`src/hdl/assert_macros.svh`:
```
// ----------------------------------------------------------------------------
// assertion macros
// shared concurrent assertion forms for the response deframer
// ----------------------------------------------------------------------------
`ifndef ASSERT_MACROS_SVH
`define ASSERT_MACROS_SVH

// property holds at every clock edge out of reset
`define BMS_ASSERT(lbl, clk, rst_n, prop) \
  lbl: assert property (@(posedge clk) disable iff (!rst_n) (prop)) \
    else $error("assertion failed");

// antecedent implies consequent in the same cycle
`define BMS_ASSERT_IMPL(lbl, clk, rst_n, ante, cons) \
  lbl: assert property (@(posedge clk) disable iff (!rst_n) (ante) |-> (cons)) \
    else $error("assertion failed");

`endif

```
`src/hdl/bms_rdf_pkg.sv`:
```
// ----------------------------------------------------------------------------
// bms_rdf_pkg
// types and constants of the battery monitor response deframer
// ----------------------------------------------------------------------------
`default_nettype none

package bms_rdf_pkg;

  localparam int unsigned MaxFrameBytes = 64;
  localparam int unsigned FrameOverhead = 7;
  localparam int unsigned IdxW          = 6;

  localparam logic [7:0] START_BYTE = 8'hDD;
  localparam logic [7:0] END_BYTE   = 8'h77;

  localparam logic CMD_GAP = 1'b1;

  localparam logic KIND_PAYLOAD = 1'b0;
  localparam logic KIND_VERDICT = 1'b1;

  localparam logic [2:0] V_OK        = 3'd0;
  localparam logic [2:0] V_BAD_END   = 3'd1;
  localparam logic [2:0] V_CHECKSUM  = 3'd2;
  localparam logic [2:0] V_TRUNCATED = 3'd3;
  localparam logic [2:0] V_TOO_LONG  = 3'd4;

  typedef enum logic [2:0] {
    PH_HUNT    = 3'd0,
    PH_ECHO    = 3'd1,
    PH_STATUS  = 3'd2,
    PH_LEN     = 3'd3,
    PH_PAYLOAD = 3'd4,
    PH_CHK_HI  = 3'd5,
    PH_CHK_LO  = 3'd6,
    PH_END     = 3'd7
  } phase_e;

  typedef struct packed {
    logic       command;
    logic [7:0] rx_byte;
  } in_item_t;

  typedef struct packed {
    logic            kind;
    logic [7:0]      payload_byte;
    logic [IdxW-1:0] payload_index;
    logic [2:0]      verdict;
    logic [7:0]      echo_code;
    logic [7:0]      status_code;
    logic [7:0]      payload_length;
  } out_item_t;

endpackage

`default_nettype wire

```
`src/hdl/bms_response_deframer_core.sv`:
```
// ----------------------------------------------------------------------------
// bms_response_deframer_core
// battery monitor response frame deframer
// ----------------------------------------------------------------------------
// Takes one transfer per cycle: a received byte or a reception gap. Each
// transfer lands in an input register, passes through the frame parser and
// its result, if any, is written to a two-entry output queue, so a transfer
// is registered in the input register and its result then in the queue before
// the result is offered. The parser state machine handles one byte per cycle;
// the input side stalls only while the output queue is full.
`default_nettype none

module bms_response_deframer_core (
  input  wire                    clk_i,
  input  wire                    rst_ni,
  input  wire                    in_valid_i,
  output logic                   in_ready_o,
  input  bms_rdf_pkg::in_item_t  in_item_i,
  output logic                   out_valid_o,
  input  wire                    out_ready_i,
  output bms_rdf_pkg::out_item_t out_item_o
);

  logic                   in_valid_q, in_valid_d;
  bms_rdf_pkg::in_item_t  in_item_q;
  logic                   has_space;
  logic                   step;
  logic                   res_valid;
  bms_rdf_pkg::out_item_t res;

  assign step       = in_valid_q && has_space;
  assign in_ready_o = !in_valid_q || has_space;
  assign in_valid_d = in_ready_o ? in_valid_i : in_valid_q;

  always_ff @(posedge clk_i or negedge rst_ni) begin
    if (!rst_ni) begin
      in_valid_q <= 1'b0;
    end else begin
      in_valid_q <= in_valid_d;
    end
  end

  always_ff @(posedge clk_i) begin
    if (in_valid_i && in_ready_o) begin
      in_item_q <= in_item_i;
    end
  end

  bms_rdf_parser u_parser (
    .clk_i      (clk_i),
    .rst_ni     (rst_ni),
    .step_i     (step),
    .item_i     (in_item_q),
    .res_valid_o(res_valid),
    .res_o      (res)
  );

  bms_rdf_out_buf u_out_buf (
    .clk_i      (clk_i),
    .rst_ni     (rst_ni),
    .push_i     (res_valid),
    .item_i     (res),
    .has_space_o(has_space),
    .out_valid_o(out_valid_o),
    .out_ready_i(out_ready_i),
    .out_item_o (out_item_o)
  );

endmodule

`default_nettype wire

```
`src/hdl/bms_rdf_parser.sv`:
```
// ----------------------------------------------------------------------------
// bms_rdf_parser
// frame state machine, running sum and result formation for one byte
// ----------------------------------------------------------------------------
`default_nettype none
`include "assert_macros.svh"

module bms_rdf_parser (
  input  wire                   clk_i,
  input  wire                   rst_ni,
  input  wire                   step_i,
  input  bms_rdf_pkg::in_item_t item_i,
  output logic                  res_valid_o,
  output bms_rdf_pkg::out_item_t res_o
);

  bms_rdf_pkg::phase_e phase_q, phase_d;
  logic [15:0] sum_q, sum_d;
  logic [7:0]  idx_q, idx_d;
  logic [7:0]  len_q, len_d;
  logic [7:0]  echo_q, echo_d;
  logic [7:0]  status_q, status_d;
  logic [7:0]  chk_hi_q, chk_hi_d;
  logic        chk_bad_q, chk_bad_d;

  logic        gap;
  logic [7:0]  b;
  logic [15:0] sum_add;
  logic [8:0]  frame_len;
  logic        too_long;
  logic [7:0]  idx_inc;
  logic [15:0] want;

  assign gap       = (item_i.command == bms_rdf_pkg::CMD_GAP);
  assign b         = item_i.rx_byte;
  assign sum_add   = sum_q + {8'd0, b};
  assign frame_len = {1'b0, b} + 9'(bms_rdf_pkg::FrameOverhead);
  assign too_long  = (frame_len > 9'(bms_rdf_pkg::MaxFrameBytes));
  assign idx_inc   = idx_q + 8'd1;
  assign want      = 16'd0 - sum_q;

  // next state
  always_comb begin
    phase_d   = phase_q;
    sum_d     = sum_q;
    idx_d     = idx_q;
    len_d     = len_q;
    echo_d    = echo_q;
    status_d  = status_q;
    chk_hi_d  = chk_hi_q;
    chk_bad_d = chk_bad_q;
    if (step_i) begin
      if (gap) begin
        phase_d = bms_rdf_pkg::PH_HUNT;
      end else begin
        unique case (phase_q)
          bms_rdf_pkg::PH_HUNT: begin
            if (b == bms_rdf_pkg::START_BYTE) begin
              sum_d     = '0;
              idx_d     = '0;
              len_d     = '0;
              echo_d    = '0;
              status_d  = '0;
              chk_hi_d  = '0;
              chk_bad_d = 1'b0;
              phase_d   = bms_rdf_pkg::PH_ECHO;
            end
          end
          bms_rdf_pkg::PH_ECHO: begin
            echo_d  = b;
            phase_d = bms_rdf_pkg::PH_STATUS;
          end
          bms_rdf_pkg::PH_STATUS: begin
            status_d = b;
            sum_d    = sum_add;
            phase_d  = bms_rdf_pkg::PH_LEN;
          end
          bms_rdf_pkg::PH_LEN: begin
            len_d = b;
            sum_d = sum_add;
            idx_d = '0;
            if (too_long) begin
              phase_d = bms_rdf_pkg::PH_HUNT;
            end else if (b == 8'd0) begin
              phase_d = bms_rdf_pkg::PH_CHK_HI;
            end else begin
              phase_d = bms_rdf_pkg::PH_PAYLOAD;
            end
          end
          bms_rdf_pkg::PH_PAYLOAD: begin
            sum_d = sum_add;
            idx_d = idx_inc;
            if (idx_inc >= len_q) begin
              phase_d = bms_rdf_pkg::PH_CHK_HI;
            end
          end
          bms_rdf_pkg::PH_CHK_HI: begin
            chk_hi_d = b;
            phase_d  = bms_rdf_pkg::PH_CHK_LO;
          end
          bms_rdf_pkg::PH_CHK_LO: begin
            chk_bad_d = ({chk_hi_q, b} != want);
            phase_d   = bms_rdf_pkg::PH_END;
          end
          bms_rdf_pkg::PH_END: begin
            phase_d = bms_rdf_pkg::PH_HUNT;
          end
          default: begin
            phase_d = bms_rdf_pkg::PH_HUNT;
          end
        endcase
      end
    end
  end

  // result
  always_comb begin
    res_valid_o          = 1'b0;
    res_o.kind           = bms_rdf_pkg::KIND_VERDICT;
    res_o.payload_byte   = '0;
    res_o.payload_index  = '0;
    res_o.verdict        = bms_rdf_pkg::V_OK;
    res_o.echo_code      = echo_q;
    res_o.status_code    = status_q;
    res_o.payload_length = len_q;
    if (step_i) begin
      if (gap) begin
        res_valid_o   = (phase_q != bms_rdf_pkg::PH_HUNT);
        res_o.verdict = bms_rdf_pkg::V_TRUNCATED;
      end else begin
        unique case (phase_q)
          bms_rdf_pkg::PH_LEN: begin
            res_valid_o          = too_long;
            res_o.verdict        = bms_rdf_pkg::V_TOO_LONG;
            res_o.payload_length = b;
          end
          bms_rdf_pkg::PH_PAYLOAD: begin
            res_valid_o         = 1'b1;
            res_o.kind          = bms_rdf_pkg::KIND_PAYLOAD;
            res_o.payload_byte  = b;
            res_o.payload_index = idx_q[bms_rdf_pkg::IdxW-1:0];
          end
          bms_rdf_pkg::PH_END: begin
            res_valid_o = 1'b1;
            if (b != bms_rdf_pkg::END_BYTE) begin
              res_o.verdict = bms_rdf_pkg::V_BAD_END;
            end else if (chk_bad_q) begin
              res_o.verdict = bms_rdf_pkg::V_CHECKSUM;
            end else begin
              res_o.verdict = bms_rdf_pkg::V_OK;
            end
          end
          default: begin
            res_valid_o = 1'b0;
          end
        endcase
      end
    end
  end

  always_ff @(posedge clk_i or negedge rst_ni) begin
    if (!rst_ni) begin
      phase_q   <= bms_rdf_pkg::PH_HUNT;
      sum_q     <= '0;
      idx_q     <= '0;
      len_q     <= '0;
      echo_q    <= '0;
      status_q  <= '0;
      chk_hi_q  <= '0;
      chk_bad_q <= 1'b0;
    end else begin
      phase_q   <= phase_d;
      sum_q     <= sum_d;
      idx_q     <= idx_d;
      len_q     <= len_d;
      echo_q    <= echo_d;
      status_q  <= status_d;
      chk_hi_q  <= chk_hi_d;
      chk_bad_q <= chk_bad_d;
    end
  end

  `BMS_ASSERT_IMPL(a_payload_in_range, clk_i, rst_ni,
    phase_q == bms_rdf_pkg::PH_PAYLOAD, idx_q < len_q)
  `BMS_ASSERT_IMPL(a_payload_only_in_payload, clk_i, rst_ni,
    res_valid_o && (res_o.kind == bms_rdf_pkg::KIND_PAYLOAD),
    phase_q == bms_rdf_pkg::PH_PAYLOAD)
  `BMS_ASSERT_IMPL(a_gap_while_hunting_silent, clk_i, rst_ni,
    step_i && gap && (phase_q == bms_rdf_pkg::PH_HUNT), !res_valid_o)
  `BMS_ASSERT(a_length_fits, clk_i, rst_ni,
    (phase_q == bms_rdf_pkg::PH_HUNT) || (phase_q == bms_rdf_pkg::PH_ECHO) ||
    (phase_q == bms_rdf_pkg::PH_STATUS) || (phase_q == bms_rdf_pkg::PH_LEN) ||
    ({1'b0, len_q} + 9'(bms_rdf_pkg::FrameOverhead) <=
     9'(bms_rdf_pkg::MaxFrameBytes)))

endmodule

`default_nettype wire

```
`src/hdl/bms_rdf_out_buf.sv`:
```
// ----------------------------------------------------------------------------
// bms_rdf_out_buf
// two-entry result queue between the parser and the output channel
// ----------------------------------------------------------------------------
`default_nettype none
`include "assert_macros.svh"

module bms_rdf_out_buf (
  input  wire                    clk_i,
  input  wire                    rst_ni,
  input  wire                    push_i,
  input  bms_rdf_pkg::out_item_t item_i,
  output logic                   has_space_o,
  output logic                   out_valid_o,
  input  wire                    out_ready_i,
  output bms_rdf_pkg::out_item_t out_item_o
);

  bms_rdf_pkg::out_item_t mem_q [2];
  logic       wr_ptr_q, wr_ptr_d;
  logic       rd_ptr_q, rd_ptr_d;
  logic [1:0] count_q, count_d;
  logic       pop;

  assign has_space_o = (count_q != 2'd2);
  assign out_valid_o = (count_q != 2'd0);
  assign out_item_o  = mem_q[rd_ptr_q];
  assign pop         = out_valid_o && out_ready_i;

  always_comb begin
    wr_ptr_d = push_i ? ~wr_ptr_q : wr_ptr_q;
    rd_ptr_d = pop ? ~rd_ptr_q : rd_ptr_q;
    count_d  = count_q + {1'b0, push_i} - {1'b0, pop};
  end

  always_ff @(posedge clk_i) begin
    if (push_i) begin
      mem_q[wr_ptr_q] <= item_i;
    end
  end

  always_ff @(posedge clk_i or negedge rst_ni) begin
    if (!rst_ni) begin
      wr_ptr_q <= 1'b0;
      rd_ptr_q <= 1'b0;
      count_q  <= '0;
    end else begin
      wr_ptr_q <= wr_ptr_d;
      rd_ptr_q <= rd_ptr_d;
      count_q  <= count_d;
    end
  end

  `BMS_ASSERT_IMPL(a_no_push_when_full, clk_i, rst_ni, push_i, has_space_o)
  `BMS_ASSERT(a_count_matches_ptrs, clk_i, rst_ni,
    (count_q == 2'd1) == (wr_ptr_q != rd_ptr_q))

endmodule

`default_nettype wire

```
`config.mk`:
```
export PLATFORM = sky130hd
export DESIGN_NAME = bms_response_deframer_core
export DESIGN_NICKNAME = d
export VERILOG_FILES = /design/src/hdl/bms_rdf_pkg.sv /design/src/hdl/bms_response_deframer_core.sv /design/src/hdl/bms_rdf_parser.sv /design/src/hdl/bms_rdf_out_buf.sv
export VERILOG_INCLUDE_DIRS = /design/src /design/src/hdl
export SDC_FILE = /design/constraint.sdc
export NUM_CORES = 1
export LEC_CHECK = 0
export BUFFER_PORTS_ARGS = -buffer_cell sky130_fd_sc_hd__buf_4
export CAP_MARGIN = 20
export CORE_ASPECT_RATIO = 0.6
export CORE_MARGIN = 5
export CORE_UTILIZATION = 49
export CTS_BUF_LIST = sky130_fd_sc_hd__clkbuf_2
export DETAILED_ROUTE_END_ITERATION = 6
export PLACE_DENSITY = 0.7
export SYNTH_ARGS = -nofsm -noshare
export SYNTH_HDL_FRONTEND = slang
export SYNTH_SLANG_ARGS = --single-unit
```
`constraint.sdc`:
```
create_clock -name clk_i -period 3.73 [get_ports clk_i]
set_input_delay 0.5595 -clock clk_i [delete_from_list [all_inputs] [get_ports clk_i]]
set_output_delay 0.5595 -clock clk_i [all_outputs]
set_load 0.05 [all_outputs]
```
==> impl_summary.log, run 1 <==
[metrics] leakage dissipation: 0.003496 uW
[metrics] post-detailed-routing wire length: 17.30 mm
[metrics] dominant synthesized flop cell: sky130_fd_sc_hd__edfxtp_1
[metrics] setup clock skew after layout: 43.46 ps
[metrics] power density normalized to cell area: 531.3 nW/um2
[metrics] TritonCTS clock tree: yes
[metrics] DRC violation total after the first TritonRoute iteration: 542
[metrics] routed len/inst: 18.50 um
[metrics] buffers added on ports: 56
[metrics] worst-skew pair later-pin latency: 720 ps
[metrics] post-synthesis sequential element count: 158
[metrics] layout overhead on the synthesized area: 12.50%
[metrics] cell at the root of the clock tree: sky130_fd_sc_hd__clkbuf_2
[metrics] maximum number of pins on one net before global-route repair: 66
[metrics] top cells by area in the synthesized netlist: sky130_fd_sc_hd__edfxtp_1, sky130_fd_sc_hd__dfrtp_1, sky130_fd_sc_hd__mux2_2
[metrics] number of global-route vias before repair: 5192
[metrics] residual DRC count: 0
[metrics] area of combinational cells with multiple inputs: 2977 um2
[metrics] initial cell density of the core: 49.81%
[metrics] sort of element at the end of the critical path: output pin
[metrics] portion of the post-synthesis area used by sequential elements: 57.88%
[metrics] setup ws final: 716.7 ps
[metrics] class of the tightest hold or removal check: input pin to flop
[metrics] most instantiated library cell after synthesis: sky130_fd_sc_hd__edfxtp_1
[metrics] Worst Hold Margin: 177.7 ps
[metrics] sequence of cells on the critical path: mux2_2 -> buf_4
[metrics] HPWL after DPL: 11.80 mm
[metrics] mean area per synthesized cell: 11.52 um2
[metrics] share of flip-flops with an asynchronous set or reset after synthesis: 41.14%
[metrics] IR Drop Worst-Case VDD: 0.0005565 V
[metrics] Total Negative Setup Slacks: 0 ps
[metrics] post-synthesis net count: 702
[metrics] share of cells above drive strength 1: 19.95%
[metrics] CP startpoint kind: flop
[metrics] CTS Buf Count: 17
[metrics] unique cell type count in the Yosys netlist: 57
[metrics] horizontal extent of the die: 171.2 um
[metrics] site row count: 35
[metrics] overall track demand over capacity in global routing: 19.75%
[metrics] total number of H-tree levels: 4
[metrics] slowest cell delay on critical path: 1080 ps
[metrics] Max Fclk: 331.9 MHz
[metrics] synth cell count leaders: sky130_fd_sc_hd__edfxtp_1, sky130_fd_sc_hd__nand2_1, sky130_fd_sc_hd__dfrtp_1
[metrics] MaxCap Viol Count: 0
[metrics] Final #Nets: 758
[metrics] vias per cell: 5.797
[metrics] required time of the critical path: 3170 ps
[metrics] CP delay by family, top: flip-flops
[metrics] GRT Residual Overflow: 0
[metrics] total core area: 15330 um2
[metrics] Slew headroom: 32.03%
[metrics] total vias in the final route: 5420
[metrics] Tightest Pin Transition: 1020 ps
[metrics] number of antenna violations at the first check in global routing: 0
[metrics] outcome: completed
[metrics] number of instances in the synthesized netlist: 663
[metrics] top cell type's share of synthesized area: 36.58%
[metrics] Yosys warnings: 0
[metrics] number of enable-type register cells in the synthesized netlist: 93
[metrics] unrepaired setup endpoints after global routing: false
[metrics] category of the critical setup timing path: flop to output pin
[metrics] number of standard cells in the layout, taps in and fillers out: 935
[metrics] cts repair resizes: 0
[metrics] pre-CTS worst setup slack: 1081 ps
[metrics] cell taking the most area after synthesis: sky130_fd_sc_hd__edfxtp_1
[metrics] count of endpoints failing hold in the final timing report: 0
[metrics] weighted congestion at the end of routability-driven global placement: 0.9369
[metrics] fin crit share: 80.79%
[metrics] final-layout fill cell count: 1277
[metrics] Min Clock Period, post-route: 3013 ps
[metrics] number of max-slew violations in the final report: 0
[metrics] number of antenna diodes: 0
[metrics] number of iterations in the first detailed-routing pass: 5
[metrics] clock sinks: 158
[metrics] post-synthesis instance area: 7635 um2
[metrics] Die Span Y: 106.7 um
[metrics] placed cell count: 892
[metrics] largest buffer count on any clock path: 2
[metrics] global-route wire length before repair: 28.04 mm
[metrics] number of setup violations in the final report: 0
[metrics] Worst Path Arrival: 2450 ps
[metrics] Total Die Area: 18260 um2
[metrics] clock-pin slew on the worst setup and hold paths: 240 ps
[metrics] storage element area: 4420 um2
[metrics] number of primary I/O pins: 57
[metrics] critical-path maximum fanout: 43
[metrics] Slowest-stage cell, CP: sky130_fd_sc_hd__dfrtp_2
[metrics] count of buffering cells on the critical path with inverters included: 1
[metrics] antenna violation net count after detailed routing: 0
[state kept, by name, summed over array words and instances (netlist names)]
name                flops
u_parser.chk_bad_q      1
u_parser.echo_q         8
u_out_buf.rd_ptr_q      1
u_out_buf.wr_ptr_q      1
u_parser.idx_q          8
in_valid_q              1
u_parser.sum_q         16
u_parser.chk_hi_q       8
u_parser.status_q       8
u_out_buf.count_q       2
u_parser.phase_q        3
u_out_buf.mem_q        84
u_parser.len_q          8
in_item_q               9
[layout by cell type (no fill, tap or decap), types with 20 or more instances in the layout]
master                     netlist  final
sky130_fd_sc_hd__dfrtp_1        65     64
sky130_fd_sc_hd__ha_1           25     25
sky130_fd_sc_hd__o21ai_0        53     53
sky130_fd_sc_hd__edfxtp_1       93     93
sky130_fd_sc_hd__inv_1          29     29
sky130_fd_sc_hd__nor2_1         23     21
sky130_fd_sc_hd__nand2_1        70     70
sky130_fd_sc_hd__buf_4           3     62
sky130_fd_sc_hd__nand3_1        47     47
sky130_fd_sc_hd__xnor2_1        20     20
sky130_fd_sc_hd__mux2_2         42     42
[area by class of cell]
class                   instances  area share [%]
well taps                     203           2.957
repair buffers                 73           6.701
clock buffers                  17          0.9905
flip-flops and latches        158           51.46
clock inverters                15           1.923
inverters                      30           1.311
multi-input cells             439           34.65
[metal layers]
metal	share of wire (%)	routed length, um	track usage (%)
met3	9.2	1599	5.637
met1	48	8251	30.75
met4	1.1	187	4.127
met2	42	7261	27.46
met5	0	0	0
[worst reg2reg max path, delay by kind of cell, from the launching register on]
kind               cells  cell delay (ps)
and+or+nand+nor        3              930
DFF                    1              770
AOI/OAI and AO/OA      3              970
[power breakdown]
group	switching (uW)	leakage (uW)	internal, uW
Sequential	183	0.00179	1910
Combinational	975	0.00155	544
Clock	727	0.000153	228
Total	1880	0.00350	2680
[what timing repair did]
action / 4_1_cts / 5_1_grt
setup buffers: 0 / 0
hold buffers: 11 / 0
hold endpoints to repair: 75 / 0
[stage by stage]
| stage | area (um2) | utilization [%] | power, uW |
|---|---|---|---|
| finish | 8589 | 56.04 | 4564 |
| global route | 8589 | 56.04 | 4764 |
| CTS | 8589 | 56.04 | 4595 |
| detailed placement | 8229 | 53.69 | 3640 |
| global placement | 8229 | 53.69 | 3621 |
| floorplan | 7635 | - | 3194 |
[final timing paths]
| kind | from | cells past startpoint | slack, ps | end |
|---|---|---|---|---|
| max | u_out_buf.rd_ptr_q$_DFFE_PN0P_ | 2 | 720 | out_item_o[22] |
| min | out_ready_i | 3 | 180 | u_out_buf.rd_ptr_q$_DFFE_PN0P_ |
| max reg2reg | in_item_q[2]$_DFFE_PP_ | 6 | 980 | u_parser.sum_q[8]$_DFFE_PN0P_ |
| min reg2reg | u_parser.status_q[1]$_DFFE_PN0P_ | 0 | 500 | u_out_buf.mem_q[1][9]$_DFFE_PP_ |
| max in group asynchronous | rst_ni | 2 | 2680 | u_out_buf.rd_ptr_q$_DFFE_PN0P_ |
| min in group asynchronous | rst_ni | 2 | 420 | u_parser.sum_q[5]$_DFFE_PN0P_ |
[cells by family (layout without fill, tap and decap cells)]
logic type                 Yosys count  count (layout)  synth area share (%)
AOI/OAI and AO/OA                  116             116                 9.522
muxes                               44              44                 6.473
adders and majority gates           26              26                 4.359
buffers and inverters               66             135                 3.474
and+or+nand+nor                    219             219                 14.39
xor gates and xnor gates            34              34                 3.900
DFF                                158             158                 57.88
(Power assumes the default switching activity.)
==> inputs of run 2 (changes only) <==
--- a/config.mk
+++ b/config.mk
@@ -13,7 +13,7 @@
 export CORE_UTILIZATION = 49
 export CTS_BUF_LIST = sky130_fd_sc_hd__clkbuf_2
 export DETAILED_ROUTE_END_ITERATION = 6
-export PLACE_DENSITY = 0.7
+export PLACE_DENSITY = 0.67
 export SYNTH_ARGS = -nofsm -noshare
 export SYNTH_HDL_FRONTEND = slang
 export SYNTH_SLANG_ARGS = --single-unit
==> constraint.sdc (replaced) <==
create_clock -name clk_i -period 3 [get_ports clk_i]
set_input_delay 0.45 -clock clk_i [delete_from_list [all_inputs] [get_ports clk_i]]
set_output_delay 0.45 -clock clk_i [all_outputs]
set_load 0.05 [all_outputs]
==> run 2 against run 1 <==
Clock-buffer cell count unchanged; final cell count increased by 1.1%; hold slack improved by 150 ps; cell area increased by 1.5%; via count decreased by 1.5%; register-to-register slack got worse by 560 ps; die area unchanged; total power increased by 26%; global-route usage decreased by 0.23 points; critical path depth increased by 1; sequential share of layout area decreased by 0.76 points; non-clock buffer count increased by 10; largest cell class unchanged.
==> impl_summary.log, run 2 (synthesized netlist as in run 1, its figures left out) <==
[metrics] outcome: completed (unchanged)
[metrics] Min Clock Period, post-route: 2724 ps
[metrics] setup clock skew after layout: 35.30 ps (was 43.46 ps)
[metrics] cts repair resizes: 0 (unchanged)
[metrics] routed len/inst: 18.10 um (was 18.50 um)
[metrics] number of global-route vias before repair: 5242 (was 5192)
[metrics] cell at the root of the clock tree: sky130_fd_sc_hd__clkbuf_2 (unchanged)
[metrics] total vias in the final route: 5337 (was 5420)
[metrics] IR Drop Worst-Case VDD: 0.0005521 V (was 0.0005565 V)
[metrics] CP startpoint kind: flop (unchanged)
[metrics] number of standard cells in the layout, taps in and fillers out: 945 (was 935)
[metrics] horizontal extent of the die: 171.2 um (unchanged)
[metrics] Max Fclk: 367.2 MHz
[metrics] site row count: 35 (unchanged)
[metrics] Tightest Pin Transition: 866.7 ps (was 1020 ps)
[metrics] most used cells in the layout excluding fill and tap cells: sky130_fd_sc_hd__edfxtp_1, sky130_fd_sc_hd__nand2_1, sky130_fd_sc_hd__buf_4, sky130_fd_sc_hd__dfrtp_1, sky130_fd_sc_hd__o21ai_0 (was sky130_fd_sc_hd__edfxtp_1, sky130_fd_sc_hd__nand2_1, sky130_fd_sc_hd__dfrtp_1, sky130_fd_sc_hd__buf_4, sky130_fd_sc_hd__o21ai_0)
[metrics] leakage dissipation: 0.003557 uW (was 0.003496 uW)
[metrics] MaxCap Viol Count: 0 (unchanged)
[metrics] register with the most flip-flops: u_out_buf.mem_q (unchanged)
[metrics] global-route wire length before repair: 27.89 mm (was 28.04 mm)
[metrics] class of the tightest hold or removal check: input pin to asynchronous set/reset pin (was input pin to flop)
[metrics] count of buffering cells on the critical path with inverters included: 2 (was 1)
[metrics] sort of element at the end of the critical path: output pin (unchanged)
[metrics] pre-CTS worst setup slack: 457.8 ps (was 1081 ps)
[metrics] weighted congestion at the end of routability-driven global placement: 0.8904 (was 0.9369)
[metrics] worst-skew pair later-pin latency: 740 ps (was 720 ps)
[metrics] setup ws final: 276.3 ps (was 716.7 ps)
[metrics] total power of the final layout: 5772 uW (was 4564 uW)
[metrics] Final #Nets: 768 (was 758)
[metrics] Die Span Y: 106.7 um (unchanged)
[metrics] critical-path maximum fanout: 42 (was 43)
[metrics] count of endpoints failing hold in the final timing report: 0 (unchanged)
[metrics] number of max-slew violations in the final report: 0 (unchanged)
[metrics] fin crit share: 90.79%
[metrics] GRT Residual Overflow: 0 (unchanged)
[metrics] slowest cell delay on critical path: 470 ps (was 1080 ps)
[metrics] clock sinks: 158 (unchanged)
[metrics] post-detailed-routing wire length: 17.10 mm (was 17.30 mm)
[metrics] clock-pin slew on the worst setup and hold paths: 270 ps (was 240 ps)
[metrics] number of antenna diodes: 0 (unchanged)
[metrics] hold buffer count at CTS: 12 (was 11)
[metrics] number of iterations in the first detailed-routing pass: 5 (unchanged)
[metrics] Slowest-stage cell, CP: sky130_fd_sc_hd__buf_4 (was sky130_fd_sc_hd__dfrtp_2)
[metrics] largest buffer count on any clock path: 2 (unchanged)
[metrics] number of primary I/O pins: 57 (unchanged)
[metrics] Worst Path Arrival: 2270 ps (was 2450 ps)
[metrics] most common cell after layout, fill and taps aside: sky130_fd_sc_hd__edfxtp_1 (unchanged)
[metrics] buffers added on ports: 56 (unchanged)
[metrics] max reg flops: 84 (unchanged)
[metrics] final-layout fill cell count: 1274 (was 1277)
[metrics] antenna violation net count after detailed routing: 0 (unchanged)
[metrics] sequence of cells on the critical path: buf_4 -> mux2_2 -> buf_4 (was mux2_2 -> buf_4)
[metrics] required time of the critical path: 2550 ps (was 3170 ps)
[metrics] Most Frequent Cell on Critical Path: sky130_fd_sc_hd__buf_4
[metrics] Regs by FF count: u_out_buf.mem_q x84, u_parser.sum_q x16, in_item_q x9 (unchanged)
[metrics] Slew headroom: 42.22% (was 32.03%)
[metrics] maximum number of pins on one net before global-route repair: 66 (unchanged)
[metrics] number of antenna violations at the first check in global routing: 0 (unchanged)
[metrics] initial cell density of the core: 49.81% (unchanged)
[metrics] DRC violation total after the first TritonRoute iteration: 550 (was 542)
[metrics] number of setup violations in the final report: 0 (unchanged)
[metrics] number of setup buffers added after CTS: 0 (unchanged)
[metrics] total core area: 15330 um2 (unchanged)
[metrics] residual DRC count: 0 (unchanged)
[metrics] TritonCTS clock tree: yes (unchanged)
[metrics] CTS Buf Count: 17 (unchanged)
[metrics] category of the critical setup timing path: flop to output pin (unchanged)
[metrics] Final Core Density: 56.87% (was 56.04%)
[metrics] unrepaired setup endpoints after global routing: false (unchanged)
[metrics] HPWL after DPL: 11.93 mm (was 11.80 mm)
[metrics] overall track demand over capacity in global routing: 19.52% (was 19.75%)
[metrics] Total Die Area: 18260 um2 (unchanged)
[metrics] CP delay by family, top: buffers and inverters (was flip-flops)
[metrics] placed cell count: 901 (was 892)
[metrics] power density normalized to cell area: 662.2 nW/um2 (was 531.3 nW/um2)
[metrics] share of cells above drive strength 1: 20.75% (was 19.95%)
[metrics] layout overhead on the synthesized area: 14.16% (was 12.50%)
[metrics] vias per cell: 5.648 (was 5.797)
[metrics] total number of H-tree levels: 4 (unchanged)
==> run 2: changes by cell type in the layout (fill, tap and decap cells not counted), moves of 2 or more <==
cell,delta
sky130_fd_sc_hd__buf_12,+2
sky130_fd_sc_hd__buf_4,+7
sky130_fd_sc_hd__inv_6,+2
sky130_fd_sc_hd__inv_8,-3
==> run 2: cell type report <==
type                            count  area (um2)  share of cell area [%]
Sequential cell                   158        4419                   50.70
Multi-Input combinational cell    439        2977                   34.15
Timing Repair Buffer               83       678.2                   7.781
Tap cell                          203       254.0                   2.914
Clock inverter                     15       190.2                   2.182
Inverter                           30       112.6                   1.292
Clock buffer                       17       85.08                  0.9762
==> run 2: metrics by stage <==
stage	instance area, um2	setup TNS (ps)	hold slack (ps)
6_report	8716	0	323.3
5_1_grt	8716	0	353.6
4_1_cts	8716	0	308.2
3_5_place_dp	8320	0	462.0
3_3_place_gp	8320	0	451.5
2_1_floorplan	7635	-52300	154.4
==> run 2: layer usage <==
layer,routed length [um],GRT usage (%),vias to the layer above
li1,-,-,2529
met1,8245,29.30,2577
met2,7274,28.66,207
met3,1345,4.127,24
met4,238,5.709,0
met5,0,0,-
==> run 2: final timing paths <==
| path | from | end | slack, ps | cells past startpoint |
|---|---|---|---|---|
| setup / recovery | u_out_buf.rd_ptr_q$_DFFE_PN0P_ | out_item_o[16] | 280 | 3 |
| hold / removal | rst_ni | u_parser.sum_q[8]$_DFFE_PN0P_ | 320 | 2 |
| setup reg to reg | in_item_q[5]$_DFFE_PP_ | u_out_buf.count_q[1]$_DFF_PN0_ | 420 | 9 |
| hold reg to reg | u_out_buf.rd_ptr_q$_DFFE_PN0P_ | u_out_buf.rd_ptr_q$_DFFE_PN0P_ | 490 | 1 |
| max in group asynchronous | rst_ni | u_parser.echo_q[5]$_DFFE_PN0P_ | 2090 | 2 |
| min in group clk_i | in_item_i[4] | in_item_q[4]$_DFFE_PP_ | 420 | 2 |
==> run 2: report_power, final <==
group,internal [uW],switching (uW),total (uW)
sequential,2370,80.4,2450
clock,367,892,1260
combinational,698,1360,2060
total,3440,2330,5770
